<file path="src/sv/pps_pkg.sv">
// pps_pkg: shared types and constants for the prime sieve block
// payload structs, sequencer states and remainder unit status
// no dependencies
`default_nettype none

package pps_pkg;

    localparam int unsigned FIELD_BITS = 16;

    typedef struct packed {
        logic [FIELD_BITS-1:0] candidate;
        logic                  last;
    } item_t;

    typedef struct packed {
        logic [FIELD_BITS-1:0] prime_value;
        logic                  table_full;
    } result_t;

    typedef enum logic [2:0] {
        ST_IDLE,
        ST_CHECK,
        ST_FETCH,
        ST_DIV,
        ST_EMIT,
        ST_FINISH
    } seq_state_t;

    typedef struct packed {
        logic busy;
        logic done;
    } rem_status_t;

endpackage

`default_nettype wire

</file>
<file path="src/sv/pps_rem.sv">
// pps_rem: iterative restoring remainder unit, one quotient bit per cycle
// depends on pps_pkg for the status struct
`default_nettype none

module pps_rem #(
    parameter int unsigned W = 16
) (
    input  wire logic               clk,
    input  wire logic               rst_n,
    input  wire logic               start,
    input  wire logic [W-1:0]       dividend,
    input  wire logic [W-1:0]       divisor,
    output logic [W-1:0]            remainder,
    output pps_pkg::rem_status_t    status
);

    localparam int unsigned CW = $clog2(W + 1);

    logic [W-1:0]  rem_reg, rem_next;
    logic [W-1:0]  dvd_reg, dvd_next;
    logic [W-1:0]  dsr_reg, dsr_next;
    logic [CW-1:0] cnt_reg, cnt_next;
    logic          busy_reg, busy_next;
    logic          done_reg, done_next;
    logic [W:0]    trial;
    logic [W:0]    diff;

    always_comb
    begin
        trial     = {rem_reg, dvd_reg[W-1]};
        diff      = trial - {1'b0, dsr_reg};
        rem_next  = rem_reg;
        dvd_next  = dvd_reg;
        dsr_next  = dsr_reg;
        cnt_next  = cnt_reg;
        busy_next = busy_reg;
        done_next = 1'b0;
        if (start)
        begin
            rem_next  = '0;
            dvd_next  = dividend;
            dsr_next  = divisor;
            cnt_next  = CW'(W);
            busy_next = 1'b1;
        end
        else if (busy_reg)
        begin
            if (trial >= {1'b0, dsr_reg})
            begin
                rem_next = diff[W-1:0];
            end
            else
            begin
                rem_next = trial[W-1:0];
            end
            dvd_next = {dvd_reg[W-2:0], 1'b0};
            cnt_next = cnt_reg - CW'(1);
            if (cnt_reg == CW'(1))
            begin
                busy_next = 1'b0;
                done_next = 1'b1;
            end
        end
    end

    always_ff @(posedge clk or negedge rst_n)
    begin
        if (!rst_n)
        begin
            busy_reg <= 1'b0;
            done_reg <= 1'b0;
            cnt_reg  <= '0;
        end
        else
        begin
            busy_reg <= busy_next;
            done_reg <= done_next;
            cnt_reg  <= cnt_next;
        end
    end

    always_ff @(posedge clk)
    begin
        rem_reg <= rem_next;
        dvd_reg <= dvd_next;
        dsr_reg <= dsr_next;
    end

    assign remainder   = rem_reg;
    assign status.busy = busy_reg;
    assign status.done = done_reg;

    a_start_idle: assert property (@(posedge clk) disable iff (!rst_n)
        start |-> !busy_reg)
        else $error("remainder unit started while busy");

    a_done_pulse: assert property (@(posedge clk) disable iff (!rst_n)
        done_reg |=> !done_reg)
        else $error("done held longer than one cycle");

    a_done_follows_busy: assert property (@(posedge clk) disable iff (!rst_n)
        done_reg |-> ($past(busy_reg) && !busy_reg))
        else $error("done without a finished iteration");

endmodule

`default_nettype wire

</file>
<file path="src/sv/pipelined_prime_sieve.sv">
// pipelined_prime_sieve: top level, sequencer, divisor table and result register
// depends on pps_pkg and pps_rem
//
//   channel  valid         stall         payload              dir
//   item     item_valid    item_stall    pps_pkg::item_t      in
//   result   result_valid  result_stall  pps_pkg::result_t    out
//
// the shared remainder unit resolves one quotient bit per cycle
// reset clears state, divisor count, index and result valid; table entries stay undefined until written
// a result waits in the output register while the next transaction is taken
// a second survivor waits in the emit step until the output register drains
`default_nettype none

module pipelined_prime_sieve #(
    parameter int unsigned MAX_STAGES = 16,
    parameter int unsigned VALUE_BITS = 16
) (
    input  wire logic              clk,
    input  wire logic              rst_n,
    input  wire logic              item_valid,
    output logic                   item_stall,
    input  wire pps_pkg::item_t    item,
    output logic                   result_valid,
    input  wire logic              result_stall,
    output pps_pkg::result_t       result
);

    localparam int unsigned CNT_W = $clog2(MAX_STAGES + 1);
    localparam int unsigned IDX_W = (MAX_STAGES > 1) ? $clog2(MAX_STAGES) : 1;

    pps_pkg::seq_state_t state_reg, state_next;

    logic [VALUE_BITS-1:0] cand_reg, cand_next;
    logic                  last_reg, last_next;
    logic [CNT_W-1:0]      idx_reg, idx_next;
    logic [CNT_W-1:0]      count_reg, count_next;
    logic                  result_valid_reg, result_valid_next;
    pps_pkg::result_t      result_reg, result_next;

    logic [VALUE_BITS-1:0] tbl_mem [MAX_STAGES];
    logic [VALUE_BITS-1:0] rd_data_reg;
    logic                  tbl_we;

    logic                  accept;
    logic                  rem_start;
    logic                  out_load;
    logic                  is_full;
    logic [VALUE_BITS-1:0] rem_value;
    pps_pkg::rem_status_t  rem_stat;

    pps_rem #(
        .W (VALUE_BITS)
    ) u_rem (
        .clk       (clk),
        .rst_n     (rst_n),
        .start     (rem_start),
        .dividend  (cand_reg),
        .divisor   (rd_data_reg),
        .remainder (rem_value),
        .status    (rem_stat)
    );

    assign accept  = item_valid && !item_stall;
    assign is_full = (count_reg == CNT_W'(MAX_STAGES));

    // next state
    always_comb
    begin
        state_next = state_reg;
        unique case (state_reg)
            pps_pkg::ST_IDLE:
            begin
                if (accept)
                begin
                    state_next = pps_pkg::ST_CHECK;
                end
            end
            pps_pkg::ST_CHECK:
            begin
                if (cand_reg == '0)
                begin
                    state_next = pps_pkg::ST_FINISH;
                end
                else if (idx_reg == count_reg)
                begin
                    state_next = pps_pkg::ST_EMIT;
                end
                else
                begin
                    state_next = pps_pkg::ST_FETCH;
                end
            end
            pps_pkg::ST_FETCH:
            begin
                if (rd_data_reg == '0)
                begin
                    state_next = pps_pkg::ST_CHECK;
                end
                else
                begin
                    state_next = pps_pkg::ST_DIV;
                end
            end
            pps_pkg::ST_DIV:
            begin
                if (rem_stat.done)
                begin
                    if (rem_value == '0)
                    begin
                        state_next = pps_pkg::ST_FINISH;
                    end
                    else
                    begin
                        state_next = pps_pkg::ST_CHECK;
                    end
                end
            end
            pps_pkg::ST_EMIT:
            begin
                if (out_load)
                begin
                    state_next = pps_pkg::ST_FINISH;
                end
            end
            pps_pkg::ST_FINISH:
            begin
                state_next = pps_pkg::ST_IDLE;
            end
            default:
            begin
                state_next = pps_pkg::ST_IDLE;
            end
        endcase
    end

    // sequencer outputs
    always_comb
    begin
        item_stall = 1'b1;
        rem_start  = 1'b0;
        out_load   = 1'b0;
        tbl_we     = 1'b0;
        unique case (state_reg)
            pps_pkg::ST_IDLE:
            begin
                item_stall = 1'b0;
            end
            pps_pkg::ST_FETCH:
            begin
                rem_start = (rd_data_reg != '0);
            end
            pps_pkg::ST_EMIT:
            begin
                out_load = !result_valid_reg || !result_stall;
                tbl_we   = out_load && !is_full;
            end
            default:
            begin
                item_stall = 1'b1;
            end
        endcase
    end

    // datapath
    always_comb
    begin
        cand_next         = cand_reg;
        last_next         = last_reg;
        idx_next          = idx_reg;
        count_next        = count_reg;
        result_next       = result_reg;
        result_valid_next = result_valid_reg && result_stall;
        if (accept)
        begin
            cand_next = VALUE_BITS'(item.candidate);
            last_next = item.last;
            idx_next  = '0;
        end
        if (state_reg == pps_pkg::ST_FETCH && rd_data_reg == '0)
        begin
            idx_next = idx_reg + CNT_W'(1);
        end
        if (state_reg == pps_pkg::ST_DIV && rem_stat.done)
        begin
            idx_next = idx_reg + CNT_W'(1);
        end
        if (out_load)
        begin
            result_next.prime_value = pps_pkg::FIELD_BITS'(cand_reg);
            result_next.table_full  = is_full;
            result_valid_next       = 1'b1;
        end
        if (tbl_we)
        begin
            count_next = count_reg + CNT_W'(1);
        end
        if (state_reg == pps_pkg::ST_FINISH)
        begin
            idx_next = '0;
        end
        if (state_reg == pps_pkg::ST_FINISH && last_reg)
        begin
            count_next = '0;
        end
    end

    always_ff @(posedge clk or negedge rst_n)
    begin
        if (!rst_n)
        begin
            state_reg        <= pps_pkg::ST_IDLE;
            count_reg        <= '0;
            idx_reg          <= '0;
            result_valid_reg <= 1'b0;
        end
        else
        begin
            state_reg        <= state_next;
            count_reg        <= count_next;
            idx_reg          <= idx_next;
            result_valid_reg <= result_valid_next;
        end
    end

    always_ff @(posedge clk)
    begin
        cand_reg   <= cand_next;
        last_reg   <= last_next;
        result_reg <= result_next;
    end

    // divisor table
    always_ff @(posedge clk)
    begin
        if (tbl_we)
        begin
            tbl_mem[count_reg[IDX_W-1:0]] <= cand_reg;
        end
        rd_data_reg <= tbl_mem[idx_reg[IDX_W-1:0]];
    end

    assign result_valid = result_valid_reg;
    assign result       = result_reg;

    a_count_bound: assert property (@(posedge clk) disable iff (!rst_n)
        count_reg <= CNT_W'(MAX_STAGES))
        else $error("divisor count beyond table depth");

    a_idx_bound: assert property (@(posedge clk) disable iff (!rst_n)
        idx_reg <= count_reg)
        else $error("table index past divisor count");

    a_rem_start_free: assert property (@(posedge clk) disable iff (!rst_n)
        rem_start |-> !rem_stat.busy)
        else $error("remainder unit started while busy");

    a_load_frees: assert property (@(posedge clk) disable iff (!rst_n)
        out_load |=> result_valid_reg)
        else $error("emitted result not held in output register");

endmodule

`default_nettype wire

</file>
<file path="config.mk">
export PLATFORM = sky130hd
export DESIGN_NAME = pipelined_prime_sieve
export DESIGN_NICKNAME = d
export VERILOG_FILES = /design/src/sv/pps_pkg.sv /design/src/sv/pps_rem.sv /design/src/sv/pipelined_prime_sieve.sv
export SDC_FILE = /design/constraint.sdc
export NUM_CORES = 1
export LEC_CHECK = 0
export CAP_MARGIN = 20
export CORE_ASPECT_RATIO = 0.8
export CORE_MARGIN = 8
export CORE_UTILIZATION = 40
export DETAILED_ROUTE_END_ITERATION = 10
export DONT_BUFFER_PORTS = 1
export GPL_TIMING_DRIVEN = 0
export SYNTH_ARGS = -nofsm -noshare
export SYNTH_HDL_FRONTEND = slang
export SYNTH_SLANG_ARGS = --single-unit
</file>
<file path="constraint.sdc">
create_clock -name clk -period 6.36 [get_ports clk]
set_input_delay 0.954 -clock clk [delete_from_list [all_inputs] [get_ports clk]]
set_output_delay 0.954 -clock clk [all_outputs]
set_load 0.02 [all_outputs]
</file>
==> results of run 1 <==
==> layer usage <==
layer  vias to the layer above  part of all wire  GRT usage
met3                        52             0.056     0.0310
met1                      4071              0.46      0.224
li1                       3517                 -          -
met4                         0             0.022     0.0457
met2                       218              0.47      0.248
met5                         -                 0          0
==> metrics by stage <==
stage | instances | utilization | setup TNS [ns] | total power, µW
after floorplan | 862 | - | 0 | 4530
after global placement | 1349 | 0.422 | -48.62 | 4980
after detailed placement | 1371 | 0.432 | 0 | 5030
after CTS | 1435 | 0.463 | 0 | 7190
after global routing | 1438 | 0.464 | 0 | 7500
final | 1438 | 0.464 | 0 | 7130
==> area by class of cell <==
| class | count | area [µm²] | share of cell area |
|---|---|---|---|
| sequential | 375 | 10800 | 0.628 |
| multi-input combinational | 418 | 4010 | 0.233 |
| clock buffer | 46 | 981 | 0.0569 |
| tap | 487 | 609 | 0.0353 |
| timing repair buffer | 25 | 343 | 0.0199 |
| clock inverter | 18 | 181 | 0.0105 |
| buffer | 36 | 158 | 0.00914 |
| inverter | 33 | 124 | 0.00718 |
==> worst max-delay path, delay by kind of cell, from the launching register on <==
kind	cells	cell delay, ns
simple gates	3	1.34
buf+inv	4	0.94
compound gates	1	0.49
flops	1	0.37
==> Yosys cell counts, drive strengths merged (4+ instances only) <==
library cell	instances	area, µm²
edfxtp	322	9670
nand2	81	304
mux4	80	1800
inv	33	124
o21ai	33	169
dfxtp	32	641
clkbuf	30	113
nor2	25	93.8
ha	23	288
dfrtp	21	526
a21oi	20	115
nor4	16	100
xnor2	15	131
nand3	10	50.1
xor2	10	87.6
a31oi	8	50.1
nand2b	8	50.1
nand4	8	50.1
nor3	7	35.0
a21o	6	45.0
buf	6	45.0
mux2i	6	60.1
nor2b	6	40.0
and2	5	31.3
or3	5	36.3
nor3b	4	40.0
==> logic make-up (layout without fill, tap and decap cells) <==
family | Yosys count | count (layout) | synth area share
compound gates | 95 | 95 | 0.0414
xor+xnor | 25 | 25 | 0.0145
fa+ha+maj | 24 | 24 | 0.0204
buf+inv | 69 | 158 | 0.0187
flops | 375 | 375 | 0.719
mux | 87 | 87 | 0.124
simple gates | 187 | 187 | 0.0611
==> power by group through the flow <==
stage | clock network (µW) | logic, µW | registers, µW
floorplan | 0 | 1280 | 3250
global placement | 0 | 1620 | 3360
detailed placement | 0 | 1670 | 3360
CTS | 2200 | 1680 | 3310
global route | 2290 | 1860 | 3340
finish | 2150 | 1680 | 3300
==> worst max path at each step <==
stage | end | slack, ns | cells past startpoint
final | tbl_mem[0][11] | 2.91 | 8
after CTS | tbl_mem[3][11] | 2.87 | 7
after global placement | tbl_mem[1][9] | -0.86 | 3
after global routing | tbl_mem[3][11] | 2.71 | 7
after floorplan | tbl_mem[0][0] | 2.38 | 3
after detailed placement | tbl_mem[3][10] | 2.87 | 7
==> results.md, run 1 <==
- Outcome: completed
- Switching power: about 2100 µW
- Crit Path Class: register to register
- Grt ovf: 0
- Syn-to-layout area delta: 14.5%
- Sequential fraction of the synthesis area: 0.719
- CTS resizes: 0
- Most frequent CP cell: buf_4
- Final Instance Area: about 17000 µm²
- Critical path peak fanout: 16
- Power density cells: about 410 nW/µm²
- Sw Share: 0.301
- Asr flop ratio synth: 0.0560
- Hold_ws: about 0.11 ns
- Initial antenna violation count: 1
- Max-Cap Viols: 0
- Worst slew pin tran: ~1.1 ns
- R2r worst-path depth: 8
- Final #Nets: roughly 970
- Largest net degree at the start of global routing: 22
- Clock buffer depth: 3
- Worst R2R Setup Slack: just under 3 ns
- Crit path largest cell delay: about 0.67 ns
- Final Slew Violations: 0
- Starting Density: 0.406
- Pre-Repair DR Iteration Count: 5
- DRC viols: 0
- Final worst setup slack: 2.91 ns
- Share of cells above drive strength 1: 0.196
- Hold Vio Cnt, Final: 0
- Syn_area_per_cell: 17.5 µm²
- Period Utilization, post-route: 0.543
- CTS Buf Count: 38
- Commonest non-fill, non-tap cell in the layout: edfxtp_1
- Number of synthesized register bits: between 300 and 400
- CP max stage cell: nor4_2
- All-layer global routing usage: 0.158
- Post-route minimum period: 3.45 ns
- Via density per instance: around 5.5
- Gate power share: 0.236
- Layout fillers: around 3100
- Gp weighted congestion: just over 0.8
- Required time of the critical path: about 6.6 ns
- Reg2reg start: state_reg[1]
- Core area: about 37000 µm²
- Die area: ~44000 µm²
- Post-synthesis cell area: around 15000 µm²
- Critical path endpoint category: register
- Sequential share of power: 0.463
- Wirelength per Cell: between 20 and 25 µm
- Post CTS Setup Buffer Count: 0
- Clock Latency Late Sink: roughly 0.54 ns
- Global-route wire length before repair: between 50 and 60 mm
- Cells after synthesis: roughly 860
- Worst VDD drop: 0.274 mV
- Internal Power: 4980 µW
- Die width: around 230 µm
- Area post-placement: ~16000 µm²
- # port buffers: 0
- DRT iter0 DRCs: 773
- Synth unique cells: 62
- Fmax: 289 MHz
- N_diodes: 0
- Syn_nets: slightly above 900
- CTS tree: built
- Vias in the first global route: 8034
- Most frequent cells in the layout: 322 x edfxtp_1, 81 x nand2_1, 80 x mux4_2, 38 x clkbuf_1, 38 x clkbuf_16
- Die height: about 190 µm
- Final setup violating endpoints: 0
- Clk network pwr share: 0.301
- Worst-path clk slew: about 0.060 ns
- Max H-tree Level: 2
- I/O pin count: 40
- Max reg flops: about 260
- Class of the tightest hold or removal check: primary input to asynchronous set/reset pin
- EDFF count, synth: between 300 and 400
- Site row count: 63
- CP Launch Point: state_reg[1]
- Worst path cell trace: clkbuf_1 > or3_1 > a21oi_4 > buf_16 > nand2_1 > nor4_2 > buf_4 > buf_4
- Clock Root Buffer: clkbuf_16
- Drt total wl: around 34 mm
- Startpoint types: register
- Cts hold-fix bufs: 0
- Critical path data arrival time: ~3.7 ns
- Clk_skew: 0.0228 ns
- Sink Count: roughly 380
- Prevailing post-synth register cell: edfxtp_1
- Via count: ~7900
- Slew HR: 0.278
- HPWL Detailed: 23.4 mm
- Post-route ant nets: 0
- Place WS: around 2.9 ns
- Synthesis Warnings: 0
- Worst R2R End: tbl_mem[0][11]
- Lkg Pwr: 0.00574 µW
- RSZ-0062 raised after global routing: no
Note: power is estimated with default switching activity, not from simulation.
==> run 2: changes to the inputs <==
clock period = 2.89 ns   (was 6.36 ns; I/O delays follow)
==> run 2 against run 1 <==
- combinational power grew 130%
- power increased by 120%
- fmax grew 26%
- highest routed layer unchanged
==> results.md, run 2 (synthesis gave the netlist of run 1 again) <==
- Die area: approximately 44000 µm²
- Core area: between 30000 and 40000 µm²
- Grt ovf: 0
- Hold_ws: around 0.22 ns
- Initial antenna violation count: 2
- Clock Root Buffer: clkbuf_16
- Critical path peak fanout: 16
- Die height: approximately 190 µm
- Layout fillers: 3112
- Worst path cell trace: clkbuf_1 > or3_1 > a21oi_4 > buf_16 > nand2_1 > nor4_4 > buf_4 > buf_8
- Worst slew pin tran: about 1.1 ns
- HPWL Detailed: roughly 23 mm
- Final Slew Violations: 0
- Required time of the critical path: 3.13 ns
- Critical path data arrival time: between 2 and 3 ns
- Crit path largest cell delay: 0.44 ns
- Post-route minimum period: 2.75 ns
- Worst-path clk slew: approximately 0.06 ns
- Levels on crit path: 8
- Critical path endpoint category: register
- R2r worst-path depth: 8
- Pre-Repair DR Iteration Count: 4
- Final #Nets: 1000
- Commonest non-fill, non-tap cell in the layout: edfxtp_1
- Wirelength per Cell: 23.5 µm
- Crit Path Class: register to register
- # port buffers: 0
- Final setup violating endpoints: 0
- Post-route ant nets: 0
- Clk_skew: 0.0165 ns
- CTS tree: built
- Gp weighted congestion: approximately 0.80
- Reg2reg start: state_reg[1]
- Clock buffer depth: 3
- Global-route wire length before repair: between 50 and 60 mm
- Max H-tree Level: 2
- Die width: approximately 230 µm
- Syn-to-layout area delta: 17.5%
- Layout Utilization: 0.476
- Worst R2R Setup Slack: 0.14 ns
- RSZ-0062 raised after global routing: no
- Fmax: between 300 and 400 MHz
- Most frequent cells in the layout: 322 x edfxtp_1, 81 x nand2_1, 80 x mux4_2, 40 x clkbuf_16, 38 x clkbuf_1
- Via density per instance: approximately 5.5
- Via count: 8028
- Share of cells above drive strength 1: 0.212
- Top delay family on crit path: simple AND/OR/NAND/NOR gates
- Post-Route Setup TNS: 0 ns
- Clock Latency Late Sink: about 0.54 ns
- CP max stage cell: or3_1
- Lkg Pwr: 0.00591 µW
- Hold Vio Cnt, Final: 0
- Site row count: 63
- Sink Count: 375
- DRC viols: 0
- Starting Density: 0.406
- Max reg flops: approximately 260
- N_diodes: 0
- Slew HR: 0.267
- Hold Path End: state_reg[0]
- Power density cells: about 900 nW/µm²
- Vias in the first global route: around 8000
- CTS Buf Count: 40
- I/O pin count: 40
- DRT iter0 DRCs: ~640
- Outcome: completed
- Final Instance Area: 17700 µm²
- Area post-placement: between 15000 and 20000 µm²
- Worst VDD drop: approximately 0.52 mV
- Largest net degree at the start of global routing: 22
- Hold path start: item_valid
- All-layer global routing usage: 0.158
- Worst Hold Depth: 2
- Class of the tightest hold or removal check: primary input to register
- Drt total wl: approximately 35 mm
- Max-Cap Viols: 0
- Worst R2R End: tbl_mem[2][11]
- Period Utilization, post-route: 0.951
- Startpoint types: register
- WP buf/inv: 4
==> run 2: cell types whose count changed in the layout (fill, tap and decap cells not counted), sizes merged, moves of 2 or more <==
cell         delta
buf             +6
clkinvlp        +3
clkbuf          +6
dlygate4sd3    +19
inv             +2
clkinv          -3
==> run 2: power breakdown <==
part | internal, µW | switching [µW]
registers | 6700 | 566
logic | 1610 | 2190
clock network | 2770 | 2100
==> run 2: stage by stage <==
step,total power (µW),worst slack [ns],std cells
floorplan,9990,-0.223,862
global placement,11000,-2.20,1349
detailed placement,11100,-0.477,1367
CTS,16000,0.0490,1465
global route,16800,0.00394,1471
finish,15900,0.142,1471
==> run 2: metal layers <==
layer	wire length (µm)	share of wire	track usage	vias to the layer above
met2	16100	0.46	0.246	235
met5	0	0	0	-
met3	2250	0.065	0.0359	50
li1	-	-	-	3586
met1	15600	0.45	0.225	4157
met4	706	0.020	0.0387	0
==> run 2: worst max-delay path by stage <==
stage / from / end / slack (ns)
after floorplan: state_reg[1] / tbl_mem[7][0] / -0.22
after global placement: state_reg[1] / tbl_mem[7][8] / -2.20
after CTS: idx_reg[0] / rd_data_reg[1] / 0.05
after global routing: u_rem.remainder[7] / u_rem.remainder[0] / 0.004
final: state_reg[1] / tbl_mem[2][11] / 0.14
after detailed placement: state_reg[1] / tbl_mem[0][8] / -0.48
==> run 2: final cells by class <==
cell class              instances  area [µm²]  share of cell area
well taps                     487         609              0.0344
repair buffers                 51         632              0.0357
clock inverters                19         184              0.0104
multi-input cells             418        4090               0.231
clock buffers                  52        1050              0.0591
flip-flops and latches        375       10800               0.612
plain buffers                  36         170             0.00962
inverters                      33         124             0.00700
==> run 2: repair_timing <==
action / 4_1_cts / 5_1_grt
pin swaps: 4 / 1
gates resized for setup: 11 / 5
hold buffers: 19 / 0
endpoints found under the hold margin: 39 / 0
endpoints found under the setup margin: 220 / 19
setup buffers: 8 / 3
==> run 3: changes to the inputs <==
RECOVER_POWER = 100   (was not set)
==> run 3 against run 2 <==
- combinational power decreased by 3%
- critical path type unchanged
- routed wire length increased by 0.16%
- power decreased by 0.65%
- sequential share of layout area increased by 0.72 points
- fmax decreased by 1.9%
==> results.md, run 3 (synthesis gave the netlist of run 1 again) <==
- Outcome: completed
- Via count: approximately 8000
- Final #Nets: 1000
- Grt ovf: 0
- Commonest non-fill, non-tap cell in the layout: edfxtp_1
- Clk network pwr share: 0.307
- Worst-path clk slew: roughly 0.060 ns
- Startpoint types: register
- All-layer global routing usage: 0.158
- WP buf/inv: 4
- Via density per instance: roughly 5.4
- Most frequent cells in the layout: 322 x edfxtp_1, 81 x nand2_1, 80 x mux4_2, 41 x clkbuf_1, 40 x clkbuf_16
- Hold_ws: between 0.2 and 0.25 ns
- RSZ-0062 raised after global routing: no
- Required time of the critical path: between 3 and 4 ns
- CTS tree: built
- Syn-to-layout area delta: 16.1%
- CTS Buf Count: 40
- Largest net degree at the start of global routing: 22
- Top delay family on crit path: simple AND/OR/NAND/NOR gates
- Worst slew pin tran: about 1.1 ns
- Critical path data arrival time: approximately 3 ns
- HPWL Detailed: roughly 23 mm
- Met3 wire len: roughly 2 mm
- Global-route wire length before repair: around 52 mm
- Post-route ant nets: 0
- Final Slew Violations: 0
- Final setup violating endpoints: 0
- Crit path largest cell delay: roughly 0.44 ns
- DRT iter0 DRCs: ~660
- Metal2 WL: approximately 16 mm
- Gp weighted congestion: 0.804
- Site row count: 63
- DRC viols: 0
- R2r worst-path depth: 8
- Switching power: between 4000 and 5000 µW
- Clk_skew: between 0.015 and 0.02 ns
- Gate power share: 0.234
- Power density cells: around 900 nW/µm²
- Die width: between 200 and 250 µm
- Worst VDD drop: between 0.5 and 0.6 mV
- Initial antenna violation count: 2
- Sw Share: 0.304
- Sequential share of power: 0.459
- Clock Root Buffer: clkbuf_16
- Lkg Pwr: between 0.005 and 0.006 µW
- Top Layer Used: met4
- FF+latch area: between 10000 and 15000 µm²
- Cell Count, Final, Fillers Out: between 1000 and 1500
- Post-route minimum period: around 2.8 ns
- Wirelength per Cell: between 20 and 25 µm
- Clock Latency Late Sink: approximately 0.54 ns
- Placed Instances: 1367
- Max H-tree Level: 2
- Class of the tightest hold or removal check: primary input to register
- Total design power: around 16000 µW
- # port buffers: 0
- Crit Path Class: register to register
- Max reg flops: 256
- Max-Cap Viols: 0
- Levels on crit path: 8
- N_diodes: 0
- Layout Utilization: 0.471
- Worst path cell trace: clkbuf_1 > or3_1 > a21oi_4 > buf_16 > nand2_1 > nor4_1 > clkbuf_2 > buf_4
- Starting Density: 0.406
- Sink Count: about 380
- Slew HR: 0.278
- Pre-Repair DR Iteration Count: 4
- Internal Power: about 11000 µW
- Multi-input gate area: 4010 µm²
- CP max stage cell: or3_1
- Core area: approximately 37000 µm²
- Die area: around 44000 µm²
- Clock buffer depth: 3
- Hold Vio Cnt, Final: 0
- Period Utilization, post-route: 0.969
- I/O pin count: 40
- Critical path endpoint category: register
- M1 WL: ~16 mm
- Vias in the first global route: between 8000 and 9000
- Drt total wl: 34.7 mm
- Share of cells above drive strength 1: 0.203
- Layout fillers: 3147
- Critical path peak fanout: 16
- Die height: 190 µm
- Fmax: around 360 MHz
- Worst Hold Depth: 2
[run 3: changes by cell type in the layout (fill, tap and decap cells not counted), sizes merged]
| cell | change |
|---|---|
| buf | -14 |
| clkbuf | +14 |
[run 3: through the flow]
step	setup slack, ns	TNS, ns	instance area (µm²)
after floorplan	-0.223	-22.98	15100
after global placement	-2.20	-390.75	15700
after detailed placement	-0.477	-56.68	16100
after CTS	0.0490	0	17600
after global routing	0.00669	0	17500
final	0.0906	0	17500
[run 3: what timing repair did]
item	4_1_cts	5_1_grt
setup endpoints to repair	220	19
cloned	0	0
hold endpoints to repair	39	0
resized for setup	11	5
buffers inserted	8	3
hold buffers	19	0
pin swaps	4	1
[run 3: cell type report]
| cell class | instances | share of cell area |
|---|---|---|
| buffer | 36 | 0.00937 |
| clock buffer | 52 | 0.0598 |
| clock inverter | 19 | 0.0105 |
| inverter | 33 | 0.00708 |
| multi-input combinational | 418 | 0.229 |
| sequential | 375 | 0.620 |
| tap | 487 | 0.0348 |
| timing repair buffer | 51 | 0.0294 |
[run 3: per-layer routing]
layer  vias up  global-route usage
met1      4135               0.225
met2       230               0.246
met4         0              0.0387
li1       3585                   -
met3        52              0.0359
met5         -                   0
[run 3: worst reg2reg max path: cells and delay by family (launching register included)]
| family | cells | cell delay (ns) |
|---|---|---|
| and+or+nand+nor | 3 | 1.03 |
| buffers and inverters | 4 | 0.87 |
| DFF | 1 | 0.37 |
| AOI/OAI and AO/OA | 1 | 0.22 |
[run 3: path summary, 6_finish.rpt]
check	slack, ns	endpoint	startpoint
max	0.09	tbl_mem[3][4]	state_reg[1]
min	0.22	state_reg[0]	item_valid
max reg2reg	0.09	tbl_mem[3][4]	state_reg[1]
min reg2reg	0.43	u_rem.dsr_reg[2]	rd_data_reg[2]
max in group asynchronous	1.64	count_reg[0]	rst_n
min in group asynchronous	0.29	result_valid	rst_n
[run 3: power groups by stage]
| stage | clock network, µW | registers, µW | logic [µW] |
|---|---|---|---|
| 2_1_floorplan | 0 | 7160 | 2820 |
| 3_3_place_gp | 0 | 7380 | 3580 |
| 3_5_place_dp | 0 | 7380 | 3710 |
| 4_1_cts | 4980 | 7270 | 3780 |
| 5_1_grt | 5190 | 7350 | 4120 |
| 6_report | 4870 | 7260 | 3700 |
